File: config.mk
export PLATFORM = sky130hd
export DESIGN_NAME = pem_outq
export DESIGN_NICKNAME = d
export VERILOG_FILES = /design/src/sv/pem_pkg.sv /design/src/sv/pem_outq.sv
export SDC_FILE = /design/constraint.sdc
export NUM_CORES = 1
export LEC_CHECK = 0
export BUFFER_PORTS_ARGS = -buffer_cell sky130_fd_sc_hd__buf_2
export CORE_ASPECT_RATIO = 2
export CORE_MARGIN = 4
export CORE_UTILIZATION = 45
export CTS_CLUSTER_DIAMETER = 120
export CTS_CLUSTER_SIZE = 16
export DETAILED_ROUTE_END_ITERATION = 7
export GPL_ROUTABILITY_DRIVEN = 1
export PLACE_DENSITY = 0.67
export SYNTH_ARGS = -nofsm -noshare
export SYNTH_HDL_FRONTEND = slang
export SYNTH_SLANG_ARGS = --single-unit
File: constraint.sdc
create_clock -name i_clk -period 1.5 [get_ports i_clk]
set_clock_uncertainty 0.15 [all_clocks]
set_input_delay 0.15 -clock i_clk [delete_from_list [all_inputs] [get_ports i_clk]]
set_output_delay 0.15 -clock i_clk [all_outputs]
set_load 0.1 [all_outputs]
File: src/sv/pem_pkg.sv
// ----------------------------------------------------------------------------
// pem_pkg
// Shared types and constants for the 3x3 Prewitt edge magnitude block:
// register map, result record and the fixed-point reciprocal for the gray sum.
// ----------------------------------------------------------------------------
package pem_pkg;

    // Register indexes on the configuration port (byte address = 4 * index).
    localparam logic [1:0] REG_IMAGE_WIDTH  = 2'd0;
    localparam logic [1:0] REG_IMAGE_HEIGHT = 2'd1;
    localparam logic [1:0] REG_EDGE_MODE    = 2'd2;

    // Edge mode codes.
    localparam logic EDGE_VERTICAL   = 1'b0;
    localparam logic EDGE_HORIZONTAL = 1'b1;

    // Register reset values.
    localparam logic [10:0] IMAGE_WIDTH_RST  = 11'd640;
    localparam logic [11:0] IMAGE_HEIGHT_RST = 12'd480;

    // Division of the channel sum (at most 765) by three:
    // gray = (sum * 683) >> 11, exact over the whole range.
    localparam logic [19:0] GRAY_RECIP = 20'd683;
    localparam int          GRAY_SHIFT = 11;

    // Depth of the output queue: one entry for the word on the port, one
    // for the result leaving the compute stage and one for the item whose
    // line buffer read is in flight.
    localparam int OUTQ_DEPTH = 3;

    // One result transaction.
    typedef struct packed {
        logic [7:0] magnitude;
        logic       frame_end;
    } t_result;

endpackage

File: src/sv/pem_outq.sv
// ----------------------------------------------------------------------------
// pem_outq
// Small output queue that decouples the compute stage from a stalled
// downstream receiver. The head entry drives the output port directly.
// ----------------------------------------------------------------------------
module pem_outq
    import pem_pkg::*;
(
    input  logic        i_clk,
    input  logic        i_rst_n,
    input  logic        i_push,
    input  t_result     i_data,
    input  logic        i_pop,
    output t_result     o_data,
    output logic [1:0]  o_count
);

    t_result    r_entry [OUTQ_DEPTH];
    logic [1:0] r_wr_ptr;
    logic [1:0] n_wr_ptr;
    logic [1:0] r_rd_ptr;
    logic [1:0] n_rd_ptr;
    logic [1:0] r_count;
    logic [1:0] n_count;

    // Pointer and occupancy updates; pointers wrap at the queue depth.
    always_comb begin
        n_wr_ptr = r_wr_ptr;
        n_rd_ptr = r_rd_ptr;
        n_count  = r_count;
        if (i_push) begin
            n_wr_ptr = (r_wr_ptr == 2'(OUTQ_DEPTH - 1)) ? 2'd0 : r_wr_ptr + 2'd1;
        end
        if (i_pop) begin
            n_rd_ptr = (r_rd_ptr == 2'(OUTQ_DEPTH - 1)) ? 2'd0 : r_rd_ptr + 2'd1;
        end
        if (i_push && !i_pop) begin
            n_count = r_count + 2'd1;
        end else if (!i_push && i_pop) begin
            n_count = r_count - 2'd1;
        end
    end

    always_ff @(posedge i_clk) begin
        if (!i_rst_n) begin
            r_wr_ptr <= 2'd0;
            r_rd_ptr <= 2'd0;
            r_count  <= 2'd0;
        end else begin
            r_wr_ptr <= n_wr_ptr;
            r_rd_ptr <= n_rd_ptr;
            r_count  <= n_count;
        end
    end

    // Storage needs no reset.
    always_ff @(posedge i_clk) begin
        if (i_push) begin
            r_entry[r_wr_ptr] <= i_data;
        end
    end

    assign o_data  = r_entry[r_rd_ptr];
    assign o_count = r_count;

endmodule

# Word level (Yosys, flattened, before mapping)
# Memory sizes are Yosys's and may differ from the RTL's. A register that Yosys moved wholly into a read port is not among the register bits.
# Cells that the tools add are included.
totals:
  register_bits: 6
  ram_bits: 27
  input_bits: 13
  out_inout_bits: 11
  elab_cells: 23
  n_memories: 1
op_classes:
  addsub: 4
  eq_ne: 2
  muxes: 8
  reduce_logical: 5
mem_list:
  columns: ["memory", "words", "word_bits", "read_ports", "rd_ports_with_merged_regs", "write_ports", "line_no", "text"]
  rows:
  - ["r_entry", 3, 9, 1, 1, 1, "pem_outq.sv:18", "t_result r_entry [OUTQ_DEPTH];"]
ops:
  columns: ["op", "count"]
  rows:
  - ["2-to-1 mux 2 bit", 6]
  - ["adder 2 x 1 -> 2 bit (second input constant)", 3]
  - ["equality test 2 bit (second input constant)", 2]
  - ["logical AND 1 bit", 2]
  - ["zero test 1 bit", 2]
  - ["2-to-1 mux 1 bit", 2]
  - ["nonzero test 2 bit", 1]
  - ["subtractor 2 x 1 -> 2 bit (second input constant)", 1]

# Depth between registers and ports, before layout
logic_depth:
  ltp_word: 4
  depth_mapped: 5
  mapped_depth_nobuf: 5

# Worst setup path after synthesis
# OpenSTA, ideal clock, no wires.
synth_timing:
  kind: "register -> output"
  from: "register with a tool-made name"
  to: "output o_data[0] in the netlist's numbering"
  arrival_ps: 2719
  required_ps: 1200
  setup_slack_ps: -1519
  path_stages_with_launch: 4
  n_path_buf: 1
  cell_sequence: "dfxtp_1 > buf_2 > mux2i_1 > o21ai_0"
synth_lines:
  columns: ["item", "line_no", "text"]
  rows:
  - ["to (decl)", "pem_outq.sv:14", "output t_result o_data,"]

==> results.cfg <==
[synthesis]
syn_nets = 102
synth_warnings = 0
seq_area_frac_synth = 0.747
syn_inst = 88
ys_types = 22
ys_ff_latch = 35
avgSynthCellArea_um2 = 14.8
syn_area_um2 = 1300

[finish]
insertedDiodeCount = 0
post-route-util = 0.739
drive_above_1_share = 0.424
area_growth_pct = 57.6
fillers = 188
final_cell_mix = edfxtp_1 (27), buf_2 (14), nand2_1 (12), buf_12 (11), dlygate4sd3_1 (10)
final_nets = 145
multi_input_area_um2 = 510
layout_commonest_cell = edfxtp_1
fin_area_um2 = 2050
register_area_um2 = 973

[grt]
top_usage_layer = met2
grt_pass1_wl_mm = 4.18
overflow = 0
met3_usage = 0.0518
met2_usage = 0.249
first_global_vias = 871
grt_max_degree = 19
antenna_found_initial = 0
groute.layer.met1.usage = 0.170
grt_util_all_layers = 0.155

[floorplanning]
fp-row-count = 27
die_y_um = 84.0
die_x_um = 46.0
dieArea_um2 = 3860
start_util = 0.469
ios = 24
core-area_um2 = 2770

[timing]
period_share = 1.07
slew_headroom = 0.678
setup_violations = 9
worst_slack_ns = -0.105
slew_violations = 0
hold_violations = 0
fmax_mhz = 623
rsz0062_at_grt = yes
hold_ws_ns = 0.0395
min_period_ns = 1.60
worst_slew_pin_slew_ns = 0.487

[place]
place_ws_ns = 0.0929
dpl.hpwl_mm = 1.68
portBuffers = 23
gp_congestion = 0.640
postPlaceCellArea_um2 = 1730

[outcome]
status = finished, violations left
violations = negative setup slack

[worst_setup_path]
cp-start-kind = register
required_ns = 1.20
cp_max_fo = 5
criticalPathCategory = register to primary output
worstPathArrival_ns = 1.30
end_kind = primary output
r2r_cells = 3

[run]
max_cap_viol_count = 0

[pwr]
p_leak_nw = 0.734
power_density_nw_per_um2 = 1240
power_mw = 2.54
ir_drop_mv = 1.04

[drt]
ant_nets = 0
first_iter_violations = 19
via_count = 829
wl_per_cell_um = 15.7
wirelength_mm = 2.52
dr.pass1.iters = 4
drc_errors = 0
vias_per_cell = 5.15

[min_path]
hold_path_class = primary input to register
hold_depth = 3

[cts]
cts_tree = yes
h-tree-depth = 2
cts.sinks = 35
clk_pin_slew_worst_paths_ns = 0.07
worst_skew_pair.late_latency_ns = 0.28
cts_made_buffers = 5
clockRootBuffer = clkbuf_8
cts_setup_buffers = 0
cts_buffer_depth = 2
[state kept, by name, indices dropped and copies added (netlist names), named ones only]
name,flops
o_count,2
r_rd_ptr,2
r_entry,27
r_wr_ptr,2
[layout make-up]
type,instances,area share
flip-flops and latches,35,0.475
multi-input cells,49,0.249
repair buffers,39,0.207
clock buffers,8,0.0489
well taps,29,0.0177
inverters,1,0.00183
[synthesized netlist by cell type]
cell / count / area [um2]
nor2b_1: 3 / 18.8
and2_1: 1 / 6.26
nor2_1: 2 / 7.51
xnor2_1: 1 / 8.76
buf_2: 2 / 10.0
xor2_1: 1 / 8.76
a21boi_1: 1 / 7.51
mux2i_1: 9 / 90.1
nand2_1: 12 / 45.0
inv_1: 1 / 3.75
o21a_1: 3 / 22.5
or3_1: 1 / 6.26
nor3b_1: 1 / 7.51
nand3b_1: 1 / 7.51
ha_1: 1 / 12.5
nor3_1: 1 / 5.00
dfxtp_1: 8 / 160
a21boi_0: 1 / 7.51
clkbuf_1: 1 / 3.75
edfxtp_1: 27 / 811
o21ai_1: 1 / 5.00
o21ai_0: 9 / 45.0
[power by group]
group	internal (mW)	switching, mW	leakage [nW]
clock network	0.419	0.307	0.0515
logic	0.263	0.419	0.366
registers	1.10	0.0366	0.316
[worst paths after layout]
path / slack, ns / from / endpoint
max: -0.10 / register / o_data[4]
min: 0.04 / i_pop / r_rd_ptr[1]
max reg2reg: 0.27 / r_wr_ptr[0] / r_entry[1][0]
min reg2reg: 0.38 / r_rd_ptr[1] / r_rd_ptr[1]
[through the flow]
stage / cells / setup TNS (ns)
after floorplan: 88 / -0.194
after global placement: 143 / 0
after detailed placement: 143 / 0
after CTS: 161 / -0.986
after global routing: 161 / -1.34
final: 161 / -0.864
[critical path, stage by stage, from the launching register on]
cell	delay, ns
dfxtp_2	0.34
buf_12	0.15
mux2i_4	0.19
o21ai_4	0.15
buf_12	0.19
[per-layer routing]
layer  up-vias  share of wire
li1        405              -
met1       400           0.36
met2        20           0.58
met3         4          0.042
met4         0          0.018
met5         -              0
[repair_timing]
| action | 4_1_cts | 5_1_grt |
|---|---|---|
| gates resized for setup | 21 | 0 |
| hold endpoints to repair | 29 | 0 |
| endpoints found under the setup margin | 9 | 9 |
| pin swaps | 2 | 0 |
| hold buffers | 10 | 0 |
[cell families (layout without fill, tap and decap cells)]
kind of cell / after synthesis / in the layout / synth area share
adders and majority gates: 1 / 1 / 0.00962
AOI/OAI and AO/OA: 15 / 15 / 0.0674
xor gates and xnor gates: 2 / 2 / 0.0135
muxes: 9 / 9 / 0.0693
and+or+nand+nor: 22 / 22 / 0.0799
DFF: 35 / 35 / 0.747
buffers and inverters: 4 / 48 / 0.0135
No activity file was read; power rests on OpenSTA's default activity.
